### config.mk
export PLATFORM = sky130hd
export DESIGN_NAME = direct_form_iir_filter_top
export DESIGN_NICKNAME = d
export VERILOG_FILES = /design/src/rtl/core/dfi_pkg.sv /design/src/rtl/core/dfi_div.sv /design/src/rtl/core/direct_form_iir_filter_top.sv
export SDC_FILE = /design/constraint.sdc
export NUM_CORES = 2
export LEC_CHECK = 0
export BUFFER_PORTS_ARGS = -buffer_cell sky130_fd_sc_hd__buf_2
export CELL_PAD_IN_SITES_DETAIL_PLACEMENT = 0
export CELL_PAD_IN_SITES_GLOBAL_PLACEMENT = 2
export CORE_ASPECT_RATIO = 1.25
export CORE_MARGIN = 3
export CORE_UTILIZATION = 35
export CTS_CLUSTER_DIAMETER = 30
export CTS_CLUSTER_SIZE = 28
export DETAILED_ROUTE_END_ITERATION = 8
export GPL_TIMING_DRIVEN = 0
export PLACE_DENSITY_LB_ADDON = 0.1
export SLEW_MARGIN = 20
export SYNTH_ARGS = -nofsm -noshare
export SYNTH_HDL_FRONTEND = slang
export SYNTH_SLANG_ARGS = --single-unit
### constraint.sdc
create_clock -name clk -period 29.3 [get_ports clk]
set_clock_uncertainty 0.1 [all_clocks]
set_input_delay 8.79 -clock clk [delete_from_list [all_inputs] [get_ports clk]]
set_output_delay 8.79 -clock clk [all_outputs]
set_load 0.02 [all_outputs]
### src/rtl/core/dfi_pkg.sv
// ----------------------------------------------------------------------------
// dfi_pkg: shared types and constants of the direct-form IIR filter
// Action, status and register codes, sequencer states, arithmetic widths.
// ----------------------------------------------------------------------------
package dfi_pkg;

  // highest filter order and depth of each history line
  localparam int MAX_ORDER  = 3;
  localparam int HIST_DEPTH = 3;

  // coefficient width and width of a coefficient sum (four terms, or unity plus three)
  localparam int COEF_W = 32;
  localparam int SUM_W  = 35;

  localparam int CFG_IDX_W = 3;

  // action codes
  localparam logic [1:0] ACT_STEP      = 2'd0;
  localparam logic [1:0] ACT_RESET_IN  = 2'd1;
  localparam logic [1:0] ACT_RESET_OUT = 2'd2;

  // status codes
  localparam logic [1:0] ST_OK        = 2'd0;
  localparam logic [1:0] ST_INF_GAIN  = 2'd1;
  localparam logic [1:0] ST_ZERO_GAIN = 2'd2;

  // register indexes
  localparam logic [CFG_IDX_W-1:0] REG_FILTER_ORDER = 3'd0;
  localparam logic [CFG_IDX_W-1:0] REG_NUM_COEF_0   = 3'd1;
  localparam logic [CFG_IDX_W-1:0] REG_NUM_COEF_1   = 3'd2;
  localparam logic [CFG_IDX_W-1:0] REG_NUM_COEF_2   = 3'd3;
  localparam logic [CFG_IDX_W-1:0] REG_NUM_COEF_3   = 3'd4;
  localparam logic [CFG_IDX_W-1:0] REG_DEN_COEF_1   = 3'd5;
  localparam logic [CFG_IDX_W-1:0] REG_DEN_COEF_2   = 3'd6;
  localparam logic [CFG_IDX_W-1:0] REG_DEN_COEF_3   = 3'd7;

  typedef enum logic [3:0] {
    S_IDLE,
    S_MAC,
    S_MAC_TAIL,
    S_ROUND,
    S_SUM,
    S_CHECK,
    S_RMUL,
    S_DIVGO,
    S_DIV,
    S_RFILL,
    S_DONE
  } dfi_state_t;

  // divider status towards the sequencer
  typedef struct packed {
    logic busy;
    logic done;
  } dfi_div_stat_t;

endpackage

### src/rtl/core/dfi_div.sv
// ----------------------------------------------------------------------------
// dfi_div: restoring unsigned divider
// One quotient bit per cycle; quotient and remainder hold after done.
// ----------------------------------------------------------------------------
module dfi_div import dfi_pkg::*; #(
  parameter int NUM_W = 59,
  parameter int DEN_W = 35
) (
  input  logic               clk,
  input  logic               rst,
  input  logic               start,
  input  logic [NUM_W-1:0]   num,
  input  logic [DEN_W-1:0]   den,
  output dfi_div_stat_t      stat,
  output logic [NUM_W-1:0]   quo,
  output logic [DEN_W-1:0]   rem
);

  localparam int CNT_W = $clog2(NUM_W + 1);

  logic [CNT_W-1:0] cnt;
  logic             busy;
  logic             done;
  logic [DEN_W-1:0] den_r;
  logic [DEN_W:0]   rem_sh;
  logic [DEN_W:0]   den_ext;

  assign rem_sh  = {rem, quo[NUM_W-1]};
  assign den_ext = {1'b0, den_r};

  always_ff @(posedge clk) begin
    if (rst) begin
      busy <= 1'b0;
      done <= 1'b0;
      cnt  <= '0;
    end else begin
      done <= busy && (cnt == CNT_W'(1));
      if (start) begin
        busy <= 1'b1;
        cnt  <= CNT_W'(NUM_W);
      end else if (busy) begin
        cnt <= cnt - CNT_W'(1);
        if (cnt == CNT_W'(1)) begin
          busy <= 1'b0;
        end
      end
    end
  end

  always_ff @(posedge clk) begin
    if (start) begin
      den_r <= den;
      quo   <= num;
      rem   <= '0;
    end else if (busy) begin
      if (rem_sh >= den_ext) begin
        rem <= DEN_W'(rem_sh - den_ext);
        quo <= {quo[NUM_W-2:0], 1'b1};
      end else begin
        rem <= rem_sh[DEN_W-1:0];
        quo <= {quo[NUM_W-2:0], 1'b0};
      end
    end
  end

  assign stat.busy = busy;
  assign stat.done = done;

endmodule

### src/rtl/core/direct_form_iir_filter_top.sv
// ----------------------------------------------------------------------------
// direct_form_iir_filter_top: direct-form I IIR filter, order 0 to 3
// Steps a signed sample through b/a coefficients in Q8.24 and presets the
// histories to steady state on request.
// ----------------------------------------------------------------------------
//
//  channel   handshake                beat carries
//  --------  -----------------------  ---------------------------------------
//  item      item_valid / item_stall  action, sample
//  result    result_valid / stall     filtered, status
//  config    cfg_valid / cfg_ready    cfg_index, cfg_data (always ready)
//
//  A step runs its taps through one shared multiplier, one product a cycle;
//  the accumulator adds each product in the next cycle, then round and saturate.
//  A steady-state preset sums the coefficients, checks the dc gains, multiplies,
//  then divides in the restoring divider, one quotient bit a cycle.
//  Reset clears the histories and loads the coefficient defaults at once.
//  A new item is taken while the previous result beat still waits; the block
//  then holds in its final state until the result register is free.
//
module direct_form_iir_filter_top import dfi_pkg::*; #(
  parameter int SAMPLE_BITS    = 24,
  parameter int COEF_FRAC_BITS = 24
) (
  input  logic                          clk,
  input  logic                          rst,
  // item channel
  input  logic                          item_valid,
  output logic                          item_stall,
  input  logic [1:0]                    action,
  input  logic signed [SAMPLE_BITS-1:0] sample,
  // result channel
  output logic                          result_valid,
  input  logic                          result_stall,
  output logic signed [SAMPLE_BITS-1:0] filtered,
  output logic [1:0]                    status,
  // configuration channel
  input  logic                          cfg_valid,
  output logic                          cfg_ready,
  input  logic [CFG_IDX_W-1:0]          cfg_index,
  input  logic [COEF_W-1:0]             cfg_data
);

  localparam int PROD_W = SUM_W + SAMPLE_BITS;
  localparam int ACC_W  = PROD_W + 3;

  localparam logic signed [COEF_W-1:0] ONE_COEF = COEF_W'(64'd1 << COEF_FRAC_BITS);
  localparam logic signed [SUM_W-1:0]  ONE_SUM  = SUM_W'(64'd1 << COEF_FRAC_BITS);
  localparam logic [SUM_W-1:0] DC_TOL = SUM_W'((64'd1 << COEF_FRAC_BITS) / 64'd1000000);

  localparam logic signed [ACC_W-1:0] HALF  = ACC_W'(64'sd1 <<< (COEF_FRAC_BITS - 1));
  localparam logic signed [ACC_W-1:0] Y_MAX = ACC_W'((64'sd1 <<< (SAMPLE_BITS - 1)) - 64'sd1);
  localparam logic signed [ACC_W-1:0] Y_MIN = ~Y_MAX;

  localparam logic [PROD_W:0] LIM_POS = (PROD_W + 1)'((64'd1 << (SAMPLE_BITS - 1)) - 64'd1);
  localparam logic [PROD_W:0] LIM_NEG = (PROD_W + 1)'(64'd1 << (SAMPLE_BITS - 1));

  // configuration registers
  logic [1:0]               filter_order;
  logic signed [COEF_W-1:0] num_coef [4];
  logic signed [COEF_W-1:0] den_coef [3];
  logic [1:0]               order;

  // filter state
  logic signed [SAMPLE_BITS-1:0] in_hist  [HIST_DEPTH];
  logic signed [SAMPLE_BITS-1:0] out_hist [HIST_DEPTH];

  // sequencer
  dfi_state_t state, state_next;
  logic [1:0] k, k_next;
  logic [1:0] k_m1;
  logic       den_term, den_term_next;

  // item held for the duration of the work
  logic [1:0]                    act_r;
  logic signed [SAMPLE_BITS-1:0] x_r;
  logic [1:0]                    st_code;

  // shared multiplier and accumulator
  logic signed [SUM_W-1:0]       mul_a;
  logic signed [SAMPLE_BITS-1:0] mul_b;
  logic signed [PROD_W-1:0]      mul_out;
  logic signed [PROD_W-1:0]      prod;
  logic                          prod_sub;
  logic                          prod_vld;
  logic signed [ACC_W-1:0]       acc;
  logic signed [ACC_W-1:0]       acc_rnd;
  logic signed [ACC_W-1:0]       y_full;
  logic signed [SAMPLE_BITS-1:0] y_sat;

  // steady-state preset
  logic signed [SUM_W-1:0]       sa, sb;
  logic [SUM_W-1:0]              sa_mag, sb_mag;
  logic                          sa_zero, sb_zero;
  logic signed [SUM_W-1:0]       ratio_p, ratio_q;
  logic                          ratio_neg;
  logic [SUM_W-1:0]              q_mag;
  logic [PROD_W-1:0]             p_mag;
  logic                          div_start;
  dfi_div_stat_t                 div_stat;
  logic [PROD_W-1:0]             div_quo;
  logic [SUM_W-1:0]              div_rem;
  logic                          round_up;
  logic [PROD_W:0]               quo_r;
  logic [PROD_W:0]               quo_lim;
  logic [PROD_W:0]               quo_sat;
  logic [SAMPLE_BITS-1:0]        rat_mag;
  logic signed [SAMPLE_BITS-1:0] rat_val;

  assign cfg_ready  = 1'b1;
  assign item_stall = (state != S_IDLE);

  // cap the order at the highest supported value
  assign order = (int'(filter_order) > MAX_ORDER) ? 2'(MAX_ORDER) : filter_order;
  assign k_m1  = k - 2'd1;

  // --------------------------------------------------------------------------
  // configuration writes
  // --------------------------------------------------------------------------
  always_ff @(posedge clk) begin
    if (rst) begin
      filter_order <= 2'd0;
      num_coef[0]  <= ONE_COEF;
      num_coef[1]  <= '0;
      num_coef[2]  <= '0;
      num_coef[3]  <= '0;
      den_coef[0]  <= '0;
      den_coef[1]  <= '0;
      den_coef[2]  <= '0;
    end else if (cfg_valid && cfg_ready) begin
      case (cfg_index)
        REG_FILTER_ORDER: filter_order <= cfg_data[1:0];
        REG_NUM_COEF_0:   num_coef[0]  <= cfg_data;
        REG_NUM_COEF_1:   num_coef[1]  <= cfg_data;
        REG_NUM_COEF_2:   num_coef[2]  <= cfg_data;
        REG_NUM_COEF_3:   num_coef[3]  <= cfg_data;
        REG_DEN_COEF_1:   den_coef[0]  <= cfg_data;
        REG_DEN_COEF_2:   den_coef[1]  <= cfg_data;
        REG_DEN_COEF_3:   den_coef[2]  <= cfg_data;
        default: ;
      endcase
    end
  end

  // --------------------------------------------------------------------------
  // sequencer
  // --------------------------------------------------------------------------
  always_ff @(posedge clk) begin
    if (rst) begin
      state    <= S_IDLE;
      k        <= 2'd0;
      den_term <= 1'b0;
    end else begin
      state    <= state_next;
      k        <= k_next;
      den_term <= den_term_next;
    end
  end

  always_comb begin
    state_next    = state;
    k_next        = k;
    den_term_next = den_term;
    div_start     = 1'b0;
    case (state)
      S_IDLE: begin
        if (item_valid) begin
          k_next        = 2'd0;
          den_term_next = 1'b0;
          case (action)
            ACT_STEP:                    state_next = S_MAC;
            ACT_RESET_IN, ACT_RESET_OUT: state_next = S_SUM;
            default:                     state_next = S_DONE;
          endcase
        end
      end
      S_MAC: begin
        // numerator term first, then the denominator term of the same tap
        if (k == order && (k == 2'd0 || den_term)) begin
          state_next = S_MAC_TAIL;
        end else if (!den_term && k != 2'd0) begin
          den_term_next = 1'b1;
        end else begin
          k_next        = k + 2'd1;
          den_term_next = 1'b0;
        end
      end
      S_MAC_TAIL: state_next = S_ROUND;
      S_ROUND:    state_next = S_DONE;
      S_SUM: begin
        if (k == order) begin
          state_next = S_CHECK;
        end else begin
          k_next = k + 2'd1;
        end
      end
      S_CHECK: begin
        if (sa_zero || (act_r == ACT_RESET_OUT && sb_zero)) begin
          state_next = S_DONE;
        end else begin
          state_next = S_RMUL;
        end
      end
      S_RMUL:  state_next = S_DIVGO;
      S_DIVGO: begin
        div_start  = 1'b1;
        state_next = S_DIV;
      end
      S_DIV: begin
        if (div_stat.done) begin
          state_next = S_RFILL;
        end
      end
      S_RFILL: state_next = S_DONE;
      S_DONE: begin
        if (!result_valid || !result_stall) begin
          state_next = S_IDLE;
        end
      end
      default: state_next = S_IDLE;
    endcase
  end

  // --------------------------------------------------------------------------
  // shared multiplier: coefficient times sample, or dc gain sum times level
  // --------------------------------------------------------------------------
  always_comb begin
    if (state == S_RMUL) begin
      mul_a = ratio_p;
      mul_b = x_r;
    end else if (den_term) begin
      mul_a = SUM_W'(den_coef[k_m1]);
      mul_b = out_hist[k_m1];
    end else begin
      mul_a = SUM_W'(num_coef[k]);
      mul_b = (k == 2'd0) ? x_r : in_hist[k_m1];
    end
  end

  assign mul_out = PROD_W'(mul_a) * PROD_W'(mul_b);

  always_ff @(posedge clk) begin
    if (rst) begin
      prod_vld <= 1'b0;
    end else begin
      prod_vld <= (state == S_MAC);
    end
  end

  always_ff @(posedge clk) begin
    if (state == S_MAC || state == S_RMUL) begin
      prod     <= mul_out;
      prod_sub <= den_term;
    end
    if (state == S_IDLE) begin
      acc <= '0;
    end else if (prod_vld) begin
      acc <= prod_sub ? acc - ACC_W'(prod) : acc + ACC_W'(prod);
    end
  end

  // round half up at the binary point, then saturate
  assign acc_rnd = acc + HALF;
  assign y_full  = acc_rnd >>> COEF_FRAC_BITS;
  assign y_sat   = (y_full > Y_MAX) ? Y_MAX[SAMPLE_BITS-1:0] :
                   (y_full < Y_MIN) ? Y_MIN[SAMPLE_BITS-1:0] :
                   y_full[SAMPLE_BITS-1:0];

  // --------------------------------------------------------------------------
  // steady-state preset: x * p / q
  // --------------------------------------------------------------------------
  assign sa_mag  = sa[SUM_W-1] ? SUM_W'(-sa) : SUM_W'(sa);
  assign sb_mag  = sb[SUM_W-1] ? SUM_W'(-sb) : SUM_W'(sb);
  assign sa_zero = (sa_mag <= DC_TOL);
  assign sb_zero = (sb_mag <= DC_TOL);

  assign q_mag = ratio_q[SUM_W-1] ? SUM_W'(-ratio_q) : SUM_W'(ratio_q);
  assign p_mag = prod[PROD_W-1] ? PROD_W'(-prod) : PROD_W'(prod);

  always_ff @(posedge clk) begin
    if (state == S_IDLE) begin
      sa <= ONE_SUM;
      sb <= '0;
    end else if (state == S_SUM) begin
      sb <= sb + SUM_W'(num_coef[k]);
      if (k != 2'd0) begin
        sa <= sa + SUM_W'(den_coef[k_m1]);
      end
    end
    if (state == S_CHECK) begin
      ratio_p <= (act_r == ACT_RESET_IN) ? sb : sa;
      ratio_q <= (act_r == ACT_RESET_IN) ? sa : sb;
    end
    if (state == S_DIVGO) begin
      ratio_neg <= prod[PROD_W-1] ^ ratio_q[SUM_W-1];
    end
  end

  dfi_div #(
    .NUM_W (PROD_W),
    .DEN_W (SUM_W)
  ) u_div (
    .clk   (clk),
    .rst   (rst),
    .start (div_start),
    .num   (p_mag),
    .den   (q_mag),
    .stat  (div_stat),
    .quo   (div_quo),
    .rem   (div_rem)
  );

  // round half away from zero on the magnitude, then saturate
  assign round_up = ({div_rem, 1'b0} >= {1'b0, q_mag});
  assign quo_r    = {1'b0, div_quo} + (PROD_W + 1)'(round_up);
  assign quo_lim  = ratio_neg ? LIM_NEG : LIM_POS;
  assign quo_sat  = (quo_r > quo_lim) ? quo_lim : quo_r;
  assign rat_mag  = quo_sat[SAMPLE_BITS-1:0];
  assign rat_val  = ratio_neg ? -rat_mag : rat_mag;

  // --------------------------------------------------------------------------
  // item capture and status
  // --------------------------------------------------------------------------
  always_ff @(posedge clk) begin
    if (state == S_IDLE && item_valid) begin
      act_r   <= action;
      x_r     <= sample;
      st_code <= ST_OK;
    end else if (state == S_CHECK) begin
      if (sa_zero) begin
        st_code <= ST_INF_GAIN;
      end else if (act_r == ACT_RESET_OUT && sb_zero) begin
        st_code <= ST_ZERO_GAIN;
      end
    end
  end

  // --------------------------------------------------------------------------
  // histories: shift on a step, fill on a preset, clear on a dc fault
  // --------------------------------------------------------------------------
  always_ff @(posedge clk) begin
    if (rst) begin
      for (int i = 0; i < HIST_DEPTH; i++) begin
        in_hist[i]  <= '0;
        out_hist[i] <= '0;
      end
    end else begin
      case (state)
        S_ROUND: begin
          for (int i = HIST_DEPTH - 1; i > 0; i--) begin
            in_hist[i]  <= in_hist[i-1];
            out_hist[i] <= out_hist[i-1];
          end
          in_hist[0]  <= x_r;
          out_hist[0] <= y_sat;
        end
        S_CHECK: begin
          if (sa_zero || (act_r == ACT_RESET_OUT && sb_zero)) begin
            for (int i = 0; i < HIST_DEPTH; i++) begin
              in_hist[i]  <= '0;
              out_hist[i] <= '0;
            end
          end
        end
        S_RFILL: begin
          for (int i = 0; i < HIST_DEPTH; i++) begin
            in_hist[i]  <= (act_r == ACT_RESET_IN) ? x_r : rat_val;
            out_hist[i] <= (act_r == ACT_RESET_IN) ? rat_val : x_r;
          end
        end
        default: ;
      endcase
    end
  end

  // --------------------------------------------------------------------------
  // result register: hold the beat until taken
  // --------------------------------------------------------------------------
  always_ff @(posedge clk) begin
    if (rst) begin
      result_valid <= 1'b0;
    end else if (state == S_DONE && (!result_valid || !result_stall)) begin
      result_valid <= 1'b1;
    end else if (result_valid && !result_stall) begin
      result_valid <= 1'b0;
    end
  end

  always_ff @(posedge clk) begin
    if (state == S_DONE && (!result_valid || !result_stall)) begin
      filtered <= out_hist[0];
      status   <= st_code;
    end
  end

endmodule

==> run_results.csv <==
group,metric,value,unit
outcome,run_status,"complete, no violations",
final_layout,sequential_standard_cell_area,23200,um2
hold_path,timing.hold.worst_path_depth,0,
synth,synthesis.yosys.warnings,0,
route,postRouteAntennaNets,0,
final_layout,layout.cells.most_common_list,"1257 x nand2_1, 1039 x inv_1, 853 x fa_1",
grt,grt_use_total,0.293,
timing,fmax,60.9,MHz
placement,place_worst_setup_slack,13040,ps
setup_path,critical_path.startpoint_type,"flop",
setup_path,cp_data_required_time,29650,ps
hold_path,worst_hold_path_type,"reg2reg",
clock_tree,cts_root_buffer,"clkbuf_16",
floorplanning,die_height,539,um
floorplanning,initial_core_utilization,0.352,
route,routed_wirelength,343,mm
clock_tree,total_cts_buffers,216,
clock_tree,numClockSinks,835,
route,drt-wirelength-per-cell,28.4,um
setup_path,slowest_stage,"clkbuf_1",
clock_tree,clock_tree.buffer_depth,4,
grt,final_global_route_overflow_total,0,
synth,synth-edff-count,645,
synth,post_synth_inst_count,8574,
floorplanning,core_area,226000,um2
placement,place.detailed.hpwl,282,mm
timing,finalSetupTns,0,ps
hold_path,holdCritStartpoint,"out_hist[0][23]$_SDFFCE_PN0P_",
grt,grt_pass1_wl,490,mm
timing,post-route-min-period,16430,ps
floorplanning,die_width,433,um
final_layout,n_fill_cell,22700,
final_layout,multi_input_area,51400,um2
placement,numPortBuffers,91,
clock_tree,clock_latency,930,ps
synth,netlist_top_cells_area,"edfxtp_1 24%, fa_1 21%, ha_1 6.1%",
clock_tree,ctsResizeCount,0,
setup_path,critical_path.endpoint_type,"flop",
synth,synth.cell_area,79600,um2
route,drc,0,
clock_tree,clock_tree_from_tritoncts,"yes",
clock_tree,cts_hold_repair.buffers,0,
setup_path,critPathKind,"reg2reg",
floorplanning,dieArea,233000,um2
synth,seq_area_frac_synth,0.291,
placement,gp_routability_congestion,0.954,
setup_path,critical_path.max_stage_delay,930,ps
final_layout,layout.cells.non_filler,12100,
hold_path,min_delay_worst_endpoint,"filtered[23]$_DFFE_PP_",
floorplanning,io_pins,95,
synth,synthDominantCellAreaShare,0.243,
final_layout,finish.net_count,10200,
synth,synthesis.nets,9883,
job,maxCapViolCount,0,
timing,tightest_slew,1310,ps
timing,headroom_to_the_max_slew_limit,0.124,
setup_path,critical_path.reg2reg.startpoint,"k[0]$_SDFFE_PP0P_",
timing,final_number_of_max_transition_violations,0,
timing,postLayoutSetupSlackWorst,12870,ps
route,detailroute.via_count,65500,
grt,vias_in_the_first_global_route,67300,
setup_path,crit_top_cell,"fa_1",
setup_path,worst_r2r_endpoint,"prod[57]$_DFFE_PP_",
setup_path,reg2reg_setup_slack,12870,ps
synth,asyncSetResetFlopFracSynth,0,
grt,antenna_violations_before_repair,30,
setup_path,arrival_worst_endpoint,16780,ps
route,initialDrtViolationCount,5296,
clock_tree,h-tree-depth,4,
placement,placedCellCount,11700,
setup_path,max_fo_critical_path,11,
synth,avgSynthCellArea,9.29,um2
final_layout,post_route_cells_drive_above_1_share,0.0745,
route,drt_pass1_iterations,6,
synth,dominantRegCellSynth,"edfxtp_1",
timing,layout_worst_path_cycle_share,0.561,
floorplanning,core.rowCount,195,
synth,synth.ff_latch_count,835,
timing,hold_violation_total_from_the_final_report,0,
clock_tree,path_clk_slew,50,ps
route,avgViaCountPerCell,5.43,
timing,grt_setup_unrepaired,"false",
synth,synth_top_cell_by_area,"edfxtp_1",
setup_path,reg2reg_depth,38,
grt,grt_start_max_net_pins,51,
timing,setup_viol,0,
synth,synth_cell_types,98,
final_layout,layout.cells.most_common,"nand2_1",
final_layout,flow.area_growth_from_synthesis,15.9,%
clock_tree,cts.repair_timing.setup_buffer_count,0,
[cell type report]
cell class	count	area share
buffer	398	0.0168
inverter	1042	0.0424
tap	2955	0.0401
multi-input combinational	6299	0.557
antenna	15	0.000407
sequential	835	0.251
clock buffer	240	0.0607
timing repair buffer	135	0.0131
clock inverter	157	0.0184
[cells in the mapped netlist, types with 15 or more instances]
cell      count
and4_1       31
nor2_1      684
mux2i_1     186
o21a_1       75
a221oi_1     15
nand4_1      64
nor3_1      122
and3_1       43
or4_1        19
edfxtp_1    645
or2_2        18
o21ai_0     339
xnor2_1     244
nand2b_1     70
a211oi_1     53
buf_1        30
fa_1        853
dfxtp_1     190
o21ai_1      51
nor3b_1      15
o31ai_1      23
a22oi_1      46
xor2_1      158
clkbuf_1    355
and2_1      233
nand3_1     132
nand2_1    1257
nand3b_1     20
mux4_2       32
a31oi_1      40
ha_1        390
o21bai_1     36
inv_1      1041
a21o_1      227
o211ai_1     21
a21oi_1     441
or3_1        58
nor2b_1      52
nor4_1       35
[routing by layer]
layer,global-route usage,part of all wire,wire length (um),vias to the layer above
li1,-,-,-,29500
met1,0.366,0.40,139000,33100
met2,0.489,0.48,164000,2198
met3,0.0350,0.049,16900,702
met4,0.165,0.067,23100,4
met5,0,0.000079,27,-
[how the worst max path moves through the flow]
| stage | from | end | slack [ps] | depth (start not counted) |
|---|---|---|---|---|
| floorplan | rst | in_hist[0][0]$_SDFFCE_PN0P_ | 16430 | 3 |
| global placement | k[0]$_SDFFE_PP0P_ | prod[52]$_DFFE_PP_ | 9650 | 34 |
| detailed placement | k[0]$_SDFFE_PP0P_ | prod[57]$_DFFE_PP_ | 13040 | 37 |
| CTS | k[0]$_SDFFE_PP0P_ | prod[57]$_DFFE_PP_ | 12910 | 37 |
| global route | k[0]$_SDFFE_PP0P_ | prod[57]$_DFFE_PP_ | 12410 | 37 |
| finish | k[0]$_SDFFE_PP0P_ | prod[57]$_DFFE_PP_ | 12870 | 38 |
[through the flow]
step | utilization | hold WS [ps] | area [um2]
after floorplan | - | 306 | 79600
after global placement | 0.371 | 350 | 83800
after detailed placement | 0.376 | 354 | 84900
after CTS | 0.408 | 350 | 92200
after global routing | 0.408 | 378 | 92300
final | 0.409 | 355 | 92300
[registers in the layout, indices dropped and copies added, names as in the netlist, 2 cells and up, named ones only]
signal and flops:
acc 62, act_r 2, den_coef 96, filter_order 2, filtered 24, in_hist 72, k 2, num_coef 128
out_hist 72, prod 59, ratio_p 35, ratio_q 35, sa 35, sb 35, st_code 2, state 4
status 2, u_div.cnt 6, u_div.den_r 35, u_div.quo 59, u_div.rem 35, x_r 24
[logic make-up (layout without fill, tap and decap cells)]
logic type,Yosys count,in the layout,synth area share
adder cells (fa/ha/maj),1243,1243,0.276
buffers and inverters,1440,1972,0.0682
AND/OR/NAND/NOR,2883,2883,0.165
multiplexers,222,222,0.0330
other,1,16,0.0000471
XOR/XNOR,402,402,0.0442
flip-flops,835,835,0.291
AO/OA/AOI/OAI,1548,1548,0.123
[critical path: cells and delay by family (launching register included)]
kind / cells / cell delay (ps)
and+or+nand+nor: 3 / 580
adders and majority gates: 9 / 4250
xor gates and xnor gates: 1 / 850
DFF: 1 / 340
buffers and inverters: 13 / 5140
AOI/OAI and AO/OA: 12 / 4590
Power is not shown: default switching activity piles up to over one toggle a cycle in this logic, so the estimate is an artifact.
